$ cat src/s5hp_pkg.sv
package s5hp_pkg;

	// Result kinds.
	localparam logic [1:0] KIND_REPLY = 2'd0;
	localparam logic [1:0] KIND_ADDR  = 2'd1;
	localparam logic [1:0] KIND_DONE  = 2'd2;
	localparam logic [1:0] KIND_ERROR = 2'd3;

	// Destination address kinds as reported on the result channel.
	localparam logic [1:0] ATYP_IPV4   = 2'd0;
	localparam logic [1:0] ATYP_DOMAIN = 2'd1;
	localparam logic [1:0] ATYP_IPV6   = 2'd2;

	// Error codes.
	localparam logic [2:0] ERR_BAD_VERSION  = 3'd0;
	localparam logic [2:0] ERR_NO_METHODS   = 3'd1;
	localparam logic [2:0] ERR_NO_AUTH      = 3'd2;
	localparam logic [2:0] ERR_BAD_REQ_VER  = 3'd3;
	localparam logic [2:0] ERR_NOT_CONNECT  = 3'd4;
	localparam logic [2:0] ERR_RSV_NONZERO  = 3'd5;
	localparam logic [2:0] ERR_BAD_ATYP     = 3'd6;
	localparam logic [2:0] ERR_EMPTY_DOMAIN = 3'd7;

	// Protocol bytes.
	localparam logic [7:0] SOCKS_VERSION  = 8'h05;
	localparam logic [7:0] METHOD_NO_AUTH = 8'h00;
	localparam logic [7:0] METHOD_NONE    = 8'hFF;
	localparam logic [7:0] CMD_CONNECT    = 8'h01;
	localparam logic [7:0] RSV_BYTE       = 8'h00;
	localparam logic [7:0] WIRE_IPV4      = 8'h01;
	localparam logic [7:0] WIRE_DOMAIN    = 8'h03;
	localparam logic [7:0] WIRE_IPV6      = 8'h04;
	localparam logic [7:0] IPV4_LEN       = 8'd4;
	localparam logic [7:0] IPV6_LEN       = 8'd16;

	// Commands handed from the front to the back.
	localparam logic [1:0] OP_SINGLE  = 2'd0;
	localparam logic [1:0] OP_METHOD  = 2'd1;
	localparam logic [1:0] OP_SUCCESS = 2'd2;

	// The success burst is ten reply bytes and one completion item.
	localparam int STEP_W = 4;
	localparam logic [STEP_W-1:0] SUCCESS_LAST_STEP = 4'd10;
	localparam logic [STEP_W-1:0] METHOD_ERR_STEP   = 4'd2;

	localparam int QUEUE_DEPTH = 4;

	typedef struct packed {
		logic [1:0]  op;
		logic [1:0]  kind;
		logic [7:0]  data_byte;
		logic [1:0]  address_type;
		logic [7:0]  address_length;
		logic [15:0] dest_port;
		logic [2:0]  error_code;
	} cmd_t;

	localparam int CMD_W = $bits(cmd_t);

	function automatic logic [7:0] ok_reply_byte(input logic [STEP_W-1:0] idx);
		logic [7:0] r;
		case (idx)
			4'd0:    r = SOCKS_VERSION;
			4'd3:    r = WIRE_IPV4;
			default: r = 8'h00;
		endcase
		return r;
	endfunction

endpackage

$ cat src/s5hp_queue.sv
module s5hp_queue #(
	parameter int DEPTH = s5hp_pkg::QUEUE_DEPTH
) (
	input  logic                       clk,
	input  logic                       arst_n,
	input  logic                       push,
	input  s5hp_pkg::cmd_t             push_cmd,
	input  logic                       pop,
	output s5hp_pkg::cmd_t             head_cmd,
	output logic                       not_empty,
	output logic                       full,
	output logic [$clog2(DEPTH+1)-1:0] level
);
	import s5hp_pkg::*;

	localparam int PW = $clog2(DEPTH);
	localparam int LW = $clog2(DEPTH + 1);
	localparam logic [PW-1:0] LAST_PTR = PW'(DEPTH - 1);
	localparam logic [LW-1:0] FULL_LVL = LW'(DEPTH);

	cmd_t          slot_q [DEPTH];
	logic [PW-1:0] wr_ptr_q;
	logic [PW-1:0] rd_ptr_q;
	logic [LW-1:0] level_q;

	assign head_cmd  = slot_q[rd_ptr_q];
	assign not_empty = (level_q != '0);
	assign full      = (level_q == FULL_LVL);
	assign level     = level_q;

	always_ff @(posedge clk) begin
		if (push) begin
			slot_q[wr_ptr_q] <= push_cmd;
		end
	end

	always_ff @(posedge clk or negedge arst_n) begin
		if (!arst_n) begin
			wr_ptr_q <= '0;
			rd_ptr_q <= '0;
			level_q  <= '0;
		end else begin
			if (push) begin
				wr_ptr_q <= (wr_ptr_q == LAST_PTR) ? '0 : wr_ptr_q + 1'b1;
			end
			if (pop) begin
				rd_ptr_q <= (rd_ptr_q == LAST_PTR) ? '0 : rd_ptr_q + 1'b1;
			end
			if (push && !pop) begin
				level_q <= level_q + 1'b1;
			end else if (pop && !push) begin
				level_q <= level_q - 1'b1;
			end
		end
	end

endmodule

$ cat src/s5hp_front.sv
module s5hp_front (
	input  logic           clk,
	input  logic           arst_n,
	input  logic           acc,
	input  logic           operation,
	input  logic [7:0]     in_byte,
	output logic           push,
	output s5hp_pkg::cmd_t push_cmd
);
	import s5hp_pkg::*;

	localparam logic [3:0] PH_VER   = 4'd0;
	localparam logic [3:0] PH_NMETH = 4'd1;
	localparam logic [3:0] PH_METH  = 4'd2;
	localparam logic [3:0] PH_RVER  = 4'd3;
	localparam logic [3:0] PH_CMD   = 4'd4;
	localparam logic [3:0] PH_RSV   = 4'd5;
	localparam logic [3:0] PH_ATYP  = 4'd6;
	localparam logic [3:0] PH_DLEN  = 4'd7;
	localparam logic [3:0] PH_ADDR  = 4'd8;
	localparam logic [3:0] PH_PHI   = 4'd9;
	localparam logic [3:0] PH_PLO   = 4'd10;
	localparam logic [3:0] PH_DONE  = 4'd11;
	localparam logic [3:0] PH_ERR   = 4'd12;

	logic [3:0] phase_q, phase_d;
	logic [7:0] byte_count_q, byte_count_d;
	logic [7:0] methods_left_q, methods_left_d;
	logic       no_auth_q, no_auth_d;
	logic [1:0] addr_kind_q, addr_kind_d;
	logic [7:0] addr_len_q, addr_len_d;
	logic [7:0] port_high_q, port_high_d;
	logic       has_result;
	cmd_t       cmd;

	assign push     = acc && !operation && has_result;
	assign push_cmd = cmd;

	always_comb begin
		phase_d        = phase_q;
		byte_count_d   = byte_count_q;
		methods_left_d = methods_left_q;
		no_auth_d      = no_auth_q;
		addr_kind_d    = addr_kind_q;
		addr_len_d     = addr_len_q;
		port_high_d    = port_high_q;
		has_result     = 1'b0;
		cmd            = '0;
		cmd.op         = OP_SINGLE;
		cmd.kind       = KIND_ERROR;

		case (phase_q)
			PH_VER: begin
				if (in_byte != SOCKS_VERSION) begin
					has_result     = 1'b1;
					cmd.error_code = ERR_BAD_VERSION;
					phase_d        = PH_ERR;
				end else begin
					phase_d = PH_NMETH;
				end
			end
			PH_NMETH: begin
				if (in_byte == 8'h00) begin
					has_result     = 1'b1;
					cmd.error_code = ERR_NO_METHODS;
					phase_d        = PH_ERR;
				end else begin
					methods_left_d = in_byte;
					no_auth_d      = 1'b0;
					phase_d        = PH_METH;
				end
			end
			PH_METH: begin
				no_auth_d      = no_auth_q || (in_byte == METHOD_NO_AUTH);
				methods_left_d = methods_left_q - 1'b1;
				if (methods_left_d == 8'h00) begin
					has_result    = 1'b1;
					cmd.op        = OP_METHOD;
					cmd.kind      = KIND_REPLY;
					cmd.data_byte = no_auth_d ? METHOD_NO_AUTH : METHOD_NONE;
					phase_d       = no_auth_d ? PH_RVER : PH_ERR;
				end
			end
			PH_RVER: begin
				if (in_byte != SOCKS_VERSION) begin
					has_result     = 1'b1;
					cmd.error_code = ERR_BAD_REQ_VER;
					phase_d        = PH_ERR;
				end else begin
					phase_d = PH_CMD;
				end
			end
			PH_CMD: begin
				if (in_byte != CMD_CONNECT) begin
					has_result     = 1'b1;
					cmd.error_code = ERR_NOT_CONNECT;
					phase_d        = PH_ERR;
				end else begin
					phase_d = PH_RSV;
				end
			end
			PH_RSV: begin
				if (in_byte != RSV_BYTE) begin
					has_result     = 1'b1;
					cmd.error_code = ERR_RSV_NONZERO;
					phase_d        = PH_ERR;
				end else begin
					phase_d = PH_ATYP;
				end
			end
			PH_ATYP: begin
				byte_count_d = 8'h00;
				if (in_byte == WIRE_IPV4) begin
					addr_kind_d = ATYP_IPV4;
					addr_len_d  = IPV4_LEN;
					phase_d     = PH_ADDR;
				end else if (in_byte == WIRE_DOMAIN) begin
					addr_kind_d = ATYP_DOMAIN;
					phase_d     = PH_DLEN;
				end else if (in_byte == WIRE_IPV6) begin
					addr_kind_d = ATYP_IPV6;
					addr_len_d  = IPV6_LEN;
					phase_d     = PH_ADDR;
				end else begin
					has_result     = 1'b1;
					cmd.error_code = ERR_BAD_ATYP;
					phase_d        = PH_ERR;
				end
			end
			PH_DLEN: begin
				if (in_byte == 8'h00) begin
					has_result     = 1'b1;
					cmd.error_code = ERR_EMPTY_DOMAIN;
					phase_d        = PH_ERR;
				end else begin
					addr_len_d   = in_byte;
					byte_count_d = 8'h00;
					phase_d      = PH_ADDR;
				end
			end
			PH_ADDR: begin
				has_result         = 1'b1;
				cmd.kind           = KIND_ADDR;
				cmd.data_byte      = in_byte;
				cmd.address_type   = addr_kind_q;
				cmd.address_length = addr_len_q;
				byte_count_d       = byte_count_q + 1'b1;
				if (byte_count_d >= addr_len_q) begin
					phase_d = PH_PHI;
				end
			end
			PH_PHI: begin
				port_high_d = in_byte;
				phase_d     = PH_PLO;
			end
			PH_PLO: begin
				has_result         = 1'b1;
				cmd.op             = OP_SUCCESS;
				cmd.kind           = KIND_DONE;
				cmd.address_type   = addr_kind_q;
				cmd.address_length = addr_len_q;
				cmd.dest_port      = {port_high_q, in_byte};
				phase_d            = PH_DONE;
			end
			default: begin
				// Done, error and unused codes swallow the byte.
			end
		endcase
	end

	always_ff @(posedge clk or negedge arst_n) begin
		if (!arst_n) begin
			phase_q        <= PH_VER;
			byte_count_q   <= '0;
			methods_left_q <= '0;
			no_auth_q      <= 1'b0;
			addr_kind_q    <= '0;
			addr_len_q     <= '0;
			port_high_q    <= '0;
		end else if (acc) begin
			if (operation) begin
				phase_q        <= PH_VER;
				byte_count_q   <= '0;
				methods_left_q <= '0;
				no_auth_q      <= 1'b0;
				addr_kind_q    <= '0;
				addr_len_q     <= '0;
				port_high_q    <= '0;
			end else begin
				phase_q        <= phase_d;
				byte_count_q   <= byte_count_d;
				methods_left_q <= methods_left_d;
				no_auth_q      <= no_auth_d;
				addr_kind_q    <= addr_kind_d;
				addr_len_q     <= addr_len_d;
				port_high_q    <= port_high_d;
			end
		end
	end

endmodule

$ cat src/s5hp_back.sv
module s5hp_back (
	input  logic           clk,
	input  logic           arst_n,
	input  s5hp_pkg::cmd_t head_cmd,
	input  logic           not_empty,
	output logic           pop,
	output logic           out_valid,
	input  logic           out_stall,
	output logic [1:0]     kind,
	output logic [7:0]     data_byte,
	output logic [1:0]     address_type,
	output logic [7:0]     address_length,
	output logic [15:0]    dest_port,
	output logic [2:0]     error_code,
	output logic           last
);
	import s5hp_pkg::*;

	logic [STEP_W-1:0] step_q;
	logic              advance;
	cmd_t              item;
	logic              item_last;

	logic        out_valid_q;
	logic [1:0]  kind_q;
	logic [7:0]  data_q;
	logic [1:0]  atyp_q;
	logic [7:0]  alen_q;
	logic [15:0] port_q;
	logic [2:0]  err_q;
	logic        last_q;

	assign advance = not_empty && (!out_valid_q || !out_stall);
	assign pop     = advance && item_last;

	// Expand the command at the head of the queue into its current beat.
	always_comb begin
		item      = head_cmd;
		item_last = 1'b1;
		case (head_cmd.op)
			OP_METHOD: begin
				item            = '0;
				item.kind       = KIND_REPLY;
				if (step_q == '0) begin
					item.data_byte = SOCKS_VERSION;
					item_last      = 1'b0;
				end else if (step_q == METHOD_ERR_STEP) begin
					item.kind       = KIND_ERROR;
					item.error_code = ERR_NO_AUTH;
				end else begin
					item.data_byte = head_cmd.data_byte;
					item_last      = (head_cmd.data_byte == METHOD_NO_AUTH);
				end
			end
			OP_SUCCESS: begin
				if (step_q != SUCCESS_LAST_STEP) begin
					item           = '0;
					item.kind      = KIND_REPLY;
					item.data_byte = ok_reply_byte(step_q);
					item_last      = 1'b0;
				end
			end
			default: begin
			end
		endcase
	end

	always_ff @(posedge clk or negedge arst_n) begin
		if (!arst_n) begin
			out_valid_q <= 1'b0;
			step_q      <= '0;
		end else begin
			if (advance) begin
				out_valid_q <= 1'b1;
				step_q      <= item_last ? '0 : step_q + 1'b1;
			end else if (!out_stall) begin
				out_valid_q <= 1'b0;
			end
		end
	end

	always_ff @(posedge clk) begin
		if (advance) begin
			kind_q <= item.kind;
			data_q <= item.data_byte;
			atyp_q <= item.address_type;
			alen_q <= item.address_length;
			port_q <= item.dest_port;
			err_q  <= item.error_code;
			last_q <= item_last;
		end
	end

	assign out_valid      = out_valid_q;
	assign kind           = kind_q;
	assign data_byte      = data_q;
	assign address_type   = atyp_q;
	assign address_length = alen_q;
	assign dest_port      = port_q;
	assign error_code     = err_q;
	assign last           = last_q;

endmodule

$ cat src/socks5_handshake_parser_top.sv
// Server side of a SOCKS5 handshake restricted to the no-authentication method and the
// CONNECT command. Each input beat is either one client byte or a restart that clears the
// parser for a new connection. A front parser accepts one beat per cycle while the queue
// has room, checks it against the handshake and, when the beat causes results, pushes one
// command into a queue of QUEUE_DEPTH entries. A back expander turns each command into its
// result beats at one beat per cycle unless the receiver stalls, through a registered
// output: one beat for an address byte or an error, two or three for the method reply
// (05 00, or 05 FF followed by the no-auth error), and eleven for the success reply (ten
// reply bytes and a completion beat that carries the address kind, address length and
// big-endian port). The command lands in the queue at the edge that takes the input, and
// the expander registers the first result beat from the queue head. Input is taken every
// cycle while the queue has room, so bytes that cause no result, or a single result,
// stream at one per cycle; the output port moves at most one beat per cycle, so the
// result beats of one byte leave one after another, and a long burst stalls the input
// only once the queue has filled behind it. After an error, or after completion, client
// bytes are dropped without result until a restart beat arrives. The final result beat
// caused by an input carries last.
module socks5_handshake_parser_top #(
	parameter int QUEUE_DEPTH = s5hp_pkg::QUEUE_DEPTH
) (
	input  logic        clk,
	input  logic        arst_n,
	input  logic        in_valid,
	output logic        in_stall,
	input  logic        operation,
	input  logic [7:0]  in_byte,
	output logic        out_valid,
	input  logic        out_stall,
	output logic [1:0]  kind,
	output logic [7:0]  data_byte,
	output logic [1:0]  address_type,
	output logic [7:0]  address_length,
	output logic [15:0] dest_port,
	output logic [2:0]  error_code,
	output logic        last
);
	import s5hp_pkg::*;

	localparam int LW = $clog2(QUEUE_DEPTH + 1);

	logic          acc;
	logic          push;
	logic          pop;
	cmd_t          push_cmd;
	cmd_t          head_cmd;
	logic          not_empty;
	logic          q_full;
	logic [LW-1:0] q_level;

	// The parser holds off only while the command queue is full.
	assign in_stall = q_full;
	assign acc      = in_valid && !in_stall;

	s5hp_front u_front (
		.clk      (clk),
		.arst_n   (arst_n),
		.acc      (acc),
		.operation(operation),
		.in_byte  (in_byte),
		.push     (push),
		.push_cmd (push_cmd)
	);

	s5hp_queue #(
		.DEPTH(QUEUE_DEPTH)
	) u_queue (
		.clk      (clk),
		.arst_n   (arst_n),
		.push     (push),
		.push_cmd (push_cmd),
		.pop      (pop),
		.head_cmd (head_cmd),
		.not_empty(not_empty),
		.full     (q_full),
		.level    (q_level)
	);

	s5hp_back u_back (
		.clk           (clk),
		.arst_n        (arst_n),
		.head_cmd      (head_cmd),
		.not_empty     (not_empty),
		.pop           (pop),
		.out_valid     (out_valid),
		.out_stall     (out_stall),
		.kind          (kind),
		.data_byte     (data_byte),
		.address_type  (address_type),
		.address_length(address_length),
		.dest_port     (dest_port),
		.error_code    (error_code),
		.last          (last)
	);

`ifndef SYNTHESIS
	// A completion beat always closes the burst of its input.
	a_done_is_last: assert property (@(posedge clk) disable iff (!arst_n)
		(out_valid && (kind == KIND_DONE)) |-> last)
		else $error("completion beat without last");

	// An error beat always closes the burst of its input.
	a_error_is_last: assert property (@(posedge clk) disable iff (!arst_n)
		(out_valid && (kind == KIND_ERROR)) |-> last)
		else $error("error beat without last");

	// The queue never overfills: a push while full cannot happen.
	a_no_overflow: assert property (@(posedge clk) disable iff (!arst_n)
		q_full |-> !push)
		else $error("command queue overflow");

	// After a push without a pop, the queue level is one higher than before.
	a_level_track: assert property (@(posedge clk) disable iff (!arst_n)
		(push && !pop) |=> (q_level == $past(q_level) + 1'b1))
		else $error("queue level did not follow a push");
`endif

endmodule

$ cat config.mk
export PLATFORM = sky130hd
export DESIGN_NAME = socks5_handshake_parser_top
export DESIGN_NICKNAME = d
export VERILOG_FILES = /design/src/s5hp_pkg.sv /design/src/s5hp_queue.sv /design/src/s5hp_front.sv /design/src/s5hp_back.sv /design/src/socks5_handshake_parser_top.sv
export SDC_FILE = /design/constraint.sdc
export NUM_CORES = 1
export LEC_CHECK = 0
export BUFFER_PORTS_ARGS = -buffer_cell sky130_fd_sc_hd__buf_2
export CAP_MARGIN = 20
export CORE_MARGIN = 2
export CORE_UTILIZATION = 25
export DETAILED_ROUTE_END_ITERATION = 10
export MAX_ROUTING_LAYER = met4
export SYNTH_ARGS = -nofsm -noshare
export SYNTH_HDL_FRONTEND = slang
export SYNTH_SLANG_ARGS = --single-unit
$ cat constraint.sdc
create_clock -name clk -period 3.9 [get_ports clk]
set_input_delay 0.195 -clock clk [delete_from_list [all_inputs] [get_ports clk]]
set_output_delay 0.195 -clock clk [all_outputs]
set_load 0.02 [all_outputs]
[Word-level counts from Yosys, hierarchy flattened]
Memories as Yosys holds them, arrays and structs flattened.
Index checks and enable logic that the tools add are counted.
Storage, ports and cells
  memories: 1
  output and inout bits: 42
  RAM bits: 164
  logic and storage cells: 179
  bits in registers: 91
Operators by class
  $add $sub $neg: 7
  reductions and logical operators: 39
  multiplexer cells: 82
  $lt $le $gt $ge: 1
  eq/ne operators: 30
Memories
  u_queue.slot_q: words 4, bits a word 41, rd ports 1, clocked after memory_dff 0, wr ports 1, RTL line s5hp_queue.sv:21  | cmd_t slot_q [DEPTH];
Operators with widths (count)
  2-to-1 mux 8 bit: 13
  case mux 39 bit (2 select lines): 1
  2-to-1 mux 4 bit: 12
  case mux 8 bit (2 select lines): 3
  case mux 4 bit (11 select lines): 1
  2-to-1 mux 39 bit: 1
  2-to-1 mux 3 bit: 11
  logical NOT 8 bit: 3
  case mux 8 bit (3 select lines): 1
  2-to-1 mux 2 bit: 11
  2-to-1 mux 1 bit: 18
  case mux 3 bit (6 select lines): 1
  == test 4 x 2 -> 1 bit (second input constant): 4
  == test 4 x 3 -> 1 bit (second input constant): 4
  2-to-1 mux 16 bit: 1
  == test 4 bit (second input constant): 3
  nonzero test 12 bit: 1
  2-to-1 mux 11 bit: 1
  2-to-1 mux 10 bit: 1
  AND reduction 3 bit: 3
  nonzero test 3 bit: 3
  adder 8 x 1 -> 8 bit (second input constant): 1
  == test 8 x 1 -> 1 bit (second input constant): 1
  == test 8 x 2 -> 1 bit (second input constant): 1
  35 further kinds: 59

[Logic depth before layout (Yosys ltp)]
Gate-level depths: netlist of the first run.
  word-level depth: 10
  mapped depth: 16
  mapped depth without buffers: 13

[Modules after synthesis]
From an unflattened synthesis of the first run, not the netlist that was laid out.
Unflattened totals
  cells, all modules: 766
  area total of the unflattened synthesis: 11219.5 µm²
Modules (own cells, without submodules)
  s5hp_queue: sequential area each 5099.9 µm², area an instance 6387.4 µm², cells each 252, instances 1
  s5hp_front: sequential area each 975.9 µm², area an instance 2926.6 µm², cells each 378, instances 1
  s5hp_back: sequential area each 1326.3 µm², area an instance 1891.8 µm², cells each 135, instances 1
  socks5_handshake_parser_top: sequential area each 0.0 µm², area an instance 13.8 µm², cells each 1, instances 1

[Worst setup path before layout of the first run]
OpenSTA, ideal clock, no wires.
  kind: register -> register
  start: register u_queue.rd_ptr_q[0]
  end: register u_queue.level_q[1] (netlist: u_queue.level[1])
  slack: -0.174 ns
  library setup time: 0.125 ns
  stages on the path, launching flop included: 15
  required time: 3.775 ns
  arrival time: 3.950 ns
  path through: dfrtp_1 -> buf_2 -> buf_4 -> buf_1 -> mux4_2 -> inv_1 -> ha_1 -> a41oi_1 -> nor2b_1 -> a31oi_1 -> nand2_1 -> ha_1 -> inv_1 -> fa_1 -> mux2_2
On the way
  cells in the longest elaborated chain, start to end: 9
  elaborated cells on any way between the ends: 13
  classes of those cells: 2 x eq/ne; 4 x mux; 6 x reduce/logical; 1 x memory
Ends and longest elaborated chain
  from (decl): RTL line s5hp_queue.sv:23  | logic [PW-1:0] rd_ptr_q;
  from (signal assigned): RTL line s5hp_queue.sv:47  | rd_ptr_q <= (rd_ptr_q == LAST_PTR) ? '0 : rd_ptr_q + 1'b1;
  memory (4 x 41 bit) *
  logical NOT 8 bit: RTL line s5hp_back.sv:52  | item_last = (head_cmd.data_byte == METHOD_NO_AUTH);
  2-to-1 mux 1 bit: RTL line s5hp_back.sv:47  | end else if (step_q == METHOD_ERR_STEP) begin
  2-to-1 mux 1 bit: RTL line s5hp_back.sv:44  | if (step_q == '0) begin
  case mux 1 bit (2 select lines) *: RTL line s5hp_back.sv:40  | case (head_cmd.op)
  net u_back.item_last: RTL line s5hp_back.sv:22  | logic item_last;
  logical AND 1 bit *: RTL line s5hp_back.sv:34  | assign pop = advance && item_last;
  logical NOT 1 bit: RTL line s5hp_queue.sv:49  | if (push && !pop) begin
  logical AND 1 bit: RTL line s5hp_queue.sv:49
  2-to-1 mux 3 bit or nonzero test 2 bit (tied branches)
  to (signal assigned): RTL line s5hp_queue.sv:50  | level_q <= level_q + 1'b1;
  to (signal assigned): RTL line s5hp_queue.sv:52  | level_q <= level_q - 1'b1;
  to (decl): RTL line s5hp_queue.sv:24  | logic [LW-1:0] level_q;
Mark *: on every way through the listed nets, which the timed path passes. The rest lies on a longest branch.
A chain may end at the register's enable or synchronous reset.

[Final worst setup path of the first run]
  start: register u_front.methods_left_q[0]
  end: register u_queue.level_q[2] (netlist: u_queue.level[2])
On the way
  cells in the longest elaborated chain, start to end: 8
  elaborated cells on any way between the ends: 10
  classes of those cells: 1 x add/sub; 3 x mux; 6 x reduce/logical
Ends and longest elaborated chain
  from (decl): RTL line s5hp_front.sv:28  | logic [7:0] methods_left_q, methods_left_d;
  from (signal assigned): RTL line s5hp_front.sv:192  | methods_left_q <= methods_left_d;
  subtractor 8 x 1 -> 8 bit *: RTL line s5hp_front.sv:75  | methods_left_d = methods_left_q - 1'b1;
  logical NOT 8 bit *: RTL line s5hp_front.sv:76  | if (methods_left_d == 8'h00) begin
  2-to-1 mux 1 bit *: RTL line s5hp_front.sv:76
  case mux 1 bit (7 select lines) *: RTL line s5hp_front.sv:52  | case (phase_q)
  logical AND 1 bit *: RTL line s5hp_front.sv:36  | assign push = acc && !operation && has_result;
  net push: RTL line socks5_handshake_parser_top.sv:42  | logic push;
  logical NOT 1 bit: RTL line s5hp_queue.sv:51  | end else if (pop && !push) begin
  logical AND 1 bit: RTL line s5hp_queue.sv:51
  nonzero test 2 bit (no source line)
Marks and branches as above.

==> metrics.md, run 1 <==
| Metric | Value |
|---|---|
| Setup TNS Final | 0 ns |
| Drt via density | 4.51 |
| Critical path class | reg2reg |
| CTS Buf Count | 27 |
| CP Buf/Inv Count | 2 |
| Leakage | 4.81 nW |
| Rows | 78 |
| DRT Pass-1 Iters | 5 |
| Mapped Nets | 837 |
| Yosys warnings | 0 |
| Area Overhead vs Synth | 18.0% |
| Gr usage total | 0.108 |
| Largest net degree at the start of global routing | 50 |
| Most common flop cell mapped by yosys | edfxtp_1 |
| Cell total after placement | 1447 |
| Layer carrying the most global-route usage | met2 |
| Number of flops mapped to enable cells by yosys | 204 |
| Most frequent cells after synthesis | edfxtp_1, nand2_1, dfrtp_1, nor2b_1 |
| Depth of the CTS H-tree | 1 |
| Clock latency at the later pin of the worst-skew pair | 0.53 ns |
| Sw Pwr | 3.32 mW |
| Crit path largest cell delay | 0.52 ns |
| Clk_skew | 0.0112 ns |
| DRT iter0 DRCs | 421 |
| Synthesized cell area | 0.0114 mm2 |
| Initial antenna violation count | 3 |
| Number of global-route vias before repair | 6933 |
| Final #Nets | 915 |
| Grt ovf | 0 |
| Slew Limit Fails | 0 |
| Sw frac | 0.338 |
| Clk pwr share | 0.248 |
| Finished Cell Area | 0.0134 mm2 |
| WL per Instance | 16.4 um |
| CTS tree | done |
| M1 GR Usage | 0.145 |
| Ranking of synthesized cells by area | edfxtp_1, dfrtp_1, mux4_2 |
| Chip width | 217 um |
| VDD IR max | 0.000320 V |
| Setup crit end kind | flop |
| Synth unique cells | 66 |
| First-pass GRT wire length | 39.5 mm |
| Max Freq | 0.282 GHz |
| Clk sinks | 255 |
| Post-CTS Setup Repair Bufs | 0 |
| Combinational power share | 0.338 |
| Tcrit/Tclk final | 0.910 |
| Syn avg cell area | 14.2 um2 |
| Final hold violations | 0 |
| Final setup violation count | 0 |
| CTS clk-pin slew, worst paths | 0.06 ns |
| Critical Path Fanout Max | 7 |
| Worst Hold Depth | 3 |
| Critical Path, Cell by Cell | inv_1, ha_1, or4_1, o21ai_1, a22oi_1, or3_1, a2111oi_4, ha_1, inv_1, fa_1, xor2_1, nor2_1, xor2_1 |
| Outcome | complete, no violations |
| Final non-filler cell total | 1502 |
| Placement Cell Area | 0.0125 mm2 |
| CP max-delay cell | or4_1 |
| DRT Wirelength | 24.6 mm |
| P_int | 6.52 mW |
| Largest area contributor in the netlist | edfxtp_1 |
| Final worst path period need | 3.55 ns |
| Rel. slew slack | 0.474 |
| Fraction of registers with async set/reset | 0.200 |
| Clock Tree Buf Depth | 3 |
| Worst setup SP type | flop |
| FILL cells | 4546 |
| Via count | 6778 |
| Die area | 0.0472 mm2 |
| Clock root buffer | clkbuf_16 |
| M2 GR Usage | 0.171 |
| DP Wirelength | 16.7 mm |
| Tightest Pin Transition | 0.769 ns |
| ANT nets after route | 0 |
| Die height | 217 um |
| Most frequent cell after synthesis | edfxtp_1 |
| Yosys top cell area share | 0.539 |
| Core ar. | 0.0451 mm2 |
| Gpl congestion | 0.880 |
| Mapped Cells | 801 |
| Levels on crit path | 13 |
| DRC violations left | 0 |
| Total of max-cap violations | 0 |
| Critical Path RT | 4.34 ns |
| Sequential area share after synthesis | 0.651 |
| Unrepaired setup endpoints after global routing | no |
| Crit path max-delay family | simple AND/OR/NAND/NOR gates |
| Synthesized flop and latch total | 255 |
| Worst Hold Class | in2reg |
| Post-CTS sizing | 0 |
| Met3 Use GR | 0.0186 |
| Initial core utilization | 0.252 |
| Input/output buffers | 54 |
| Layout cells sized above 1 | 0.214 |
| Power density over the cells | 734 mW/mm2 |
| Crit path DAT | 3.99 ns |
| Flop pwr share | 0.414 |
| Top Ports | 55 |
| R2R cell count | 13 |
-- cells by family (layout without fill, tap and decap cells) --
family / after synthesis / after routing / share of synthesized area
DFF: 255 / 255 / 0.651
xor gates and xnor gates: 13 / 13 / 0.0100
buffers and inverters: 67 / 165 / 0.0227
AOI/OAI and AO/OA: 124 / 124 / 0.0725
adders and majority gates: 23 / 23 / 0.0260
other: 0 / 3 / 0
and+or+nand+nor: 262 / 262 / 0.121
muxes: 57 / 57 / 0.0962
-- sequential cells by signal, indices dropped and copies added (netlist names), 8 cells and up --
register and count:
u_back.address_length 8, u_back.dest_port 16, u_front.addr_len_q 8, u_back.data_byte 8
u_front.methods_left_q 8, u_queue.slot_q 164, u_front.byte_count_q 8, u_front.port_high_q 8
-- routing by layer --
| metal | share of wire | vias to the layer above | wire length (um) |
|---|---|---|---|
| met4 | 0.016 | 0 | 386 |
| li1 | - | 3180 | - |
| met3 | 0.051 | 28 | 1250 |
| met1 | 0.46 | 3409 | 11400 |
| met5 | 0 | - | 0 |
| met2 | 0.47 | 161 | 11600 |
-- power groups by stage --
stage	logic (mW)	registers, mW	clock network [mW]
final	3.33	4.07	2.44
after global routing	3.68	4.16	2.63
after CTS	3.39	4.09	2.50
after detailed placement	3.37	4.14	0
after global placement	3.34	4.13	0
after floorplan	2.15	4.26	0
-- per-stage QoR --
stage               total power, mW  hold slack (ns)  utilization  setup slack (ns)
finish                         9.84           0.0580        0.297             0.351
CTS                            9.98           0.0282        0.297             0.337
global route                   10.5           0.0517        0.297             0.114
global placement               7.47         -0.00115        0.278             0.460
detailed placement             7.52        -0.000753        0.278             0.353
floorplan                      6.41           -0.101            -            0.0668
-- timing repair --
| action | CTS | global route |
|---|---|---|
| hold endpoints to repair | 52 | 0 |
| hold buffers | 3 | 0 |
| setup endpoints to repair | 0 | 0 |
-- worst reg2reg max path: cells and delay by family, from the launching register on --
kind / cells / cell delay [ns]
buffers and inverters: 2 / 0.14
AOI/OAI and AO/OA: 3 / 0.61
and+or+nand+nor: 3 / 1.05
adders and majority gates: 3 / 0.91
DFF: 1 / 0.44
xor gates and xnor gates: 2 / 0.32
-- final timing paths --
check / from / end / slack [ns]
max in group asynchronous: arst_n / u_queue.rd_ptr_q[0]$_DFFE_PN0P_ / 3.03
min in group asynchronous: arst_n / u_back.step_q[1]$_DFFE_PN0P_ / 0.35
worst min-delay path: in_byte[6] / u_front.addr_len_q[6]$_DFFE_PN0P_ / 0.06
worst max register to register: u_front.methods_left_q[0]$_DFFE_PN0P_ / u_queue.level[2]$_DFFE_PN0P_ / 0.35
worst min register to register: u_front.port_high_q[7]$_DFFE_PN0P_ / u_front.port_high_q[7]$_DFFE_PN0P_ / 0.48
worst max-delay path: u_front.methods_left_q[0]$_DFFE_PN0P_ / u_queue.level[2]$_DFFE_PN0P_ / 0.35
-- cell usage in the layout, fill, tap and decap left out, types with 4 or more instances in the layout --
| cell | Yosys | final |
|---|---|---|
| edfxtp_1 | 204 | 204 |
| nand2_1 | 76 | 76 |
| buf_2 | 2 | 54 |
| dfrtp_1 | 51 | 50 |
| nor2b_1 | 43 | 43 |
| mux4_2 | 41 | 41 |
| o21ai_0 | 41 | 41 |
| nor2_1 | 34 | 34 |
| inv_1 | 28 | 27 |
| clkbuf_16 | 0 | 27 |
| nor3_1 | 26 | 26 |
| buf_4 | 1 | 26 |
| ha_1 | 22 | 22 |
| a21oi_1 | 20 | 20 |
| and2_1 | 22 | 18 |
| nand3_1 | 13 | 13 |
| nand2b_1 | 11 | 11 |
| o31ai_1 | 10 | 10 |
| mux2_2 | 8 | 8 |
| mux2i_1 | 8 | 8 |
| nor4_1 | 7 | 7 |
| xnor2_1 | 7 | 7 |
| clkbuf_1 | 30 | 7 |
| a31oi_1 | 6 | 6 |
| xor2_1 | 6 | 6 |
| nand4_1 | 5 | 5 |
| clkinv_2 | 0 | 5 |
| a21o_1 | 4 | 4 |
| clkinv_1 | 1 | 4 |
| and3_1 | 4 | 4 |
| a22oi_1 | 4 | 4 |
| o41ai_1 | 4 | 4 |
| and2_2 | 0 | 4 |
| buf_12 | 0 | 4 |
-- layout make-up --
type	count	area, um2	area share
flip-flops and latches	255	7400	0.552
multi-input cells	479	3720	0.277
well taps	600	751	0.0560
clock buffers	35	716	0.0534
repair buffers	87	576	0.0429
clock inverters	14	129	0.00961
inverters	29	109	0.00812
diodes	3	7.51	0.000560
Note: power is estimated with default switching activity, not from simulation.
==> inputs of run 2 (changes only) <==
--- a/config.mk
+++ b/config.mk
@@ -6,10 +6,10 @@
 export NUM_CORES = 1
 export LEC_CHECK = 0
 export BUFFER_PORTS_ARGS = -buffer_cell sky130_fd_sc_hd__buf_2
-export CAP_MARGIN = 20
 export CORE_MARGIN = 2
 export CORE_UTILIZATION = 25
 export DETAILED_ROUTE_END_ITERATION = 10
+export GPL_ROUTABILITY_DRIVEN = 1
 export MAX_ROUTING_LAYER = met4
 export SYNTH_ARGS = -nofsm -noshare
 export SYNTH_HDL_FRONTEND = slang
==> constraint.sdc (replaced) <==
create_clock -name clk -period 3.5 [get_ports clk]
set_input_delay 0.175 -clock clk [delete_from_list [all_inputs] [get_ports clk]]
set_output_delay 0.175 -clock clk [all_outputs]
set_load 0.02 [all_outputs]
==> run 2 against run 1 <==
Against the previous run: clock-buffer cell count rose by 1; fmax up 5.1%; clock skew increased by 0.018 ns; worst hold slack better by 0.012 ns; sequential power up 10%; via count rose by 1.2%; power increased by 13%; non-clock buffer count increased by 12; sequential cell count unchanged; critical path type unchanged; critical endpoint unchanged; largest power group unchanged.
==> metrics.md, run 2 (synthesized netlist as in run 1, its figures left out) <==
| Metric | Value |
|---|---|
| Outcome | complete, no violations |
| ANT nets after route | 0 |
| Core ar. | 0.0451 mm2 |
| Placement Cell Area | 0.0126 mm2 |
| Critical Path RT | 3.95 ns |
| Clk pwr share | 0.244 |
| Setup crit end kind | flop |
| Chip width | 217 um |
| CTS Buf Count | 26 |
| Tightest Pin Transition | 0.736 ns |
| Rows | 78 |
| Hold WS | 0.0696 ns |
| Slew Limit Fails | 0 |
| DRT Pass-1 Iters | 5 |
| Pre-CTS setup slack | 0.0474 ns |
| Commonest non-fill, non-tap cells in the layout | edfxtp_1, nand2_1, buf_2, dfrtp_1, nor2b_1 |
| Drt via density | 4.53 |
| Initial antenna violation count | 2 |
| Final hold violations | 0 |
| Combinational power share | 0.351 |
| Clock Tree Buf Depth | 3 |
| Clk_skew | 0.0291 ns |
| Final WS setup | 0.124 ns |
| Tcrit/Tclk final | 0.965 |
| P_int | 7.31 mW |
| Finished Cell Area | 0.0135 mm2 |
| Sw Pwr | 3.77 mW |
| Input/output buffers | 54 |
| Rel. slew slack | 0.504 |
| Grt ovf | 0 |
| Largest register FFs | 164 |
| Setup TNS Final | 0 ns |
| Clk sinks | 255 |
| CTS tree | done |
| WL per Instance | 16.4 um |
| Final setup violation count | 0 |
| Clock latency at the later pin of the worst-skew pair | 0.55 ns |
| Top Ports | 55 |
| Worst setup SP type | flop |
| Clock root buffer | clkbuf_16 |
| Critical path class | reg2reg |
| Crit path DAT | 3.82 ns |
| Die area | 0.0472 mm2 |
| Flop pwr share | 0.405 |
| DRC violations left | 0 |
| Worst Hold Class | in2reg |
| Final #Nets | 926 |
| DRT iter0 DRCs | 471 |
| DP Wirelength | 16.6 mm |
| DRT Wirelength | 24.8 mm |
| Number of global-route vias before repair | 6943 |
| Layout cells sized above 1 | 0.232 |
| Area Overhead vs Synth | 19.1% |
| Largest net degree at the start of global routing | 46 |
| First-pass GRT wire length | 39.7 mm |
| Most common cell after layout, fill and taps aside | edfxtp_1 |
| Critical Path Fanout Max | 4 |
| Power after layout | 11.1 mW |
| Sw frac | 0.340 |
| Unrepaired setup endpoints after global routing | yes |
| Depth of the CTS H-tree | 1 |
| Gpl congestion | 0.910 |
| Total of max-cap violations | 0 |
| Leakage | 4.87 nW |
| CTS clk-pin slew, worst paths | 0.06 ns |
| Die height | 217 um |
| Max Freq | 0.296 GHz |
| Final worst path period need | 3.38 ns |
| Biggest register | u_queue.slot_q |
| Initial core utilization | 0.252 |
| Power density over the cells | 818 mW/mm2 |
| VDD IR max | 0.000350 V |
| Gr usage total | 0.109 |
| Via count | 6856 |
-- run 2: changes by cell type in the layout (fill, tap and decap cells not counted), moves of 2 or more --
cell / before / now
buf_4: 26 / 35
clkbuf_1: 7 / 9
clkinv_1: 4 / 1
dlygate4sd3_1: 3 / 6
ha_1: 22 / 20
inv_1: 27 / 25
inv_2: 1 / 3
-- run 2: power groups by stage --
stage	sequential, mW	clock (mW)	combinational (mW)
floorplan	4.74	0	2.43
global placement	4.53	0	3.83
detailed placement	4.55	0	3.88
finish	4.48	2.70	3.89
CTS	4.48	2.79	3.90
global route	4.56	2.90	4.31
-- run 2: area by class of cell --
cell class / count / area (um2)
fillers: 4580 / 31600
multi-input cells: 479 / 3760
clock inverters: 12 / 135
diodes: 2 / 5.00
repair buffers: 99 / 673
inverters: 29 / 109
clock buffers: 36 / 698
flip-flops and latches: 255 / 7400
well taps: 600 / 751
-- run 2: per-stage QoR --
step                       util  cells
final                     0.300   1512
after CTS                 0.299   1507
after global routing      0.300   1512
after detailed placement  0.279   1453
after global placement    0.279   1453
after floorplan               -    801
-- run 2: final timing paths --
check	from	endpoint	slack, ns	depth (start not counted)
max	u_front.methods_left_q[1]$_DFFE_PN0P_	u_queue.level[2]$_DFFE_PN0P_	0.12	13
min	in_byte[4]	u_front.methods_left_q[4]$_DFFE_PN0P_	0.07	3
max reg2reg	u_front.methods_left_q[1]$_DFFE_PN0P_	u_queue.level[2]$_DFFE_PN0P_	0.12	13
min reg2reg	u_front.port_high_q[5]$_DFFE_PN0P_	u_front.port_high_q[5]$_DFFE_PN0P_	0.48	2
max in group asynchronous	arst_n	u_front.port_high_q[0]$_DFFE_PN0P_	2.45	3
min in group asynchronous	arst_n	u_front.phase_q[1]$_DFFE_PN0P_	0.22	2
-- run 2: critical path, cell delays in order, from the launching register on --
cell and delay (ns):
dfrtp_1 0.41, inv_2 0.08, ha_4 0.16, or4_4 0.52, o21ai_2 0.17, a22oi_2 0.11, or3_4 0.42, a2111oi_4 0.39
ha_2 0.26, inv_2 0.04, fa_2 0.32, xor2_1 0.15, nor2_1 0.13, xor2_1 0.15
-- run 2: routing by layer --
metal | vias to the layer above | GRT usage | wire (um)
li1 | 3212 | - | -
met1 | 3445 | 0.140 | 11100
met2 | 163 | 0.177 | 12100
met3 | 36 | 0.0175 | 1140
met4 | 0 | 0.0331 | 520
met5 | - | - | 0
-- run 2: timing repair --
| action | in CTS | in global routing |
|---|---|---|
| hold endpoints to repair | 30 | 0 |
| setup endpoints to repair | 0 | 2 |
| hold buffers | 6 | 0 |
| setup buffers | 0 | 3 |
| resized for setup | 0 | 10 |
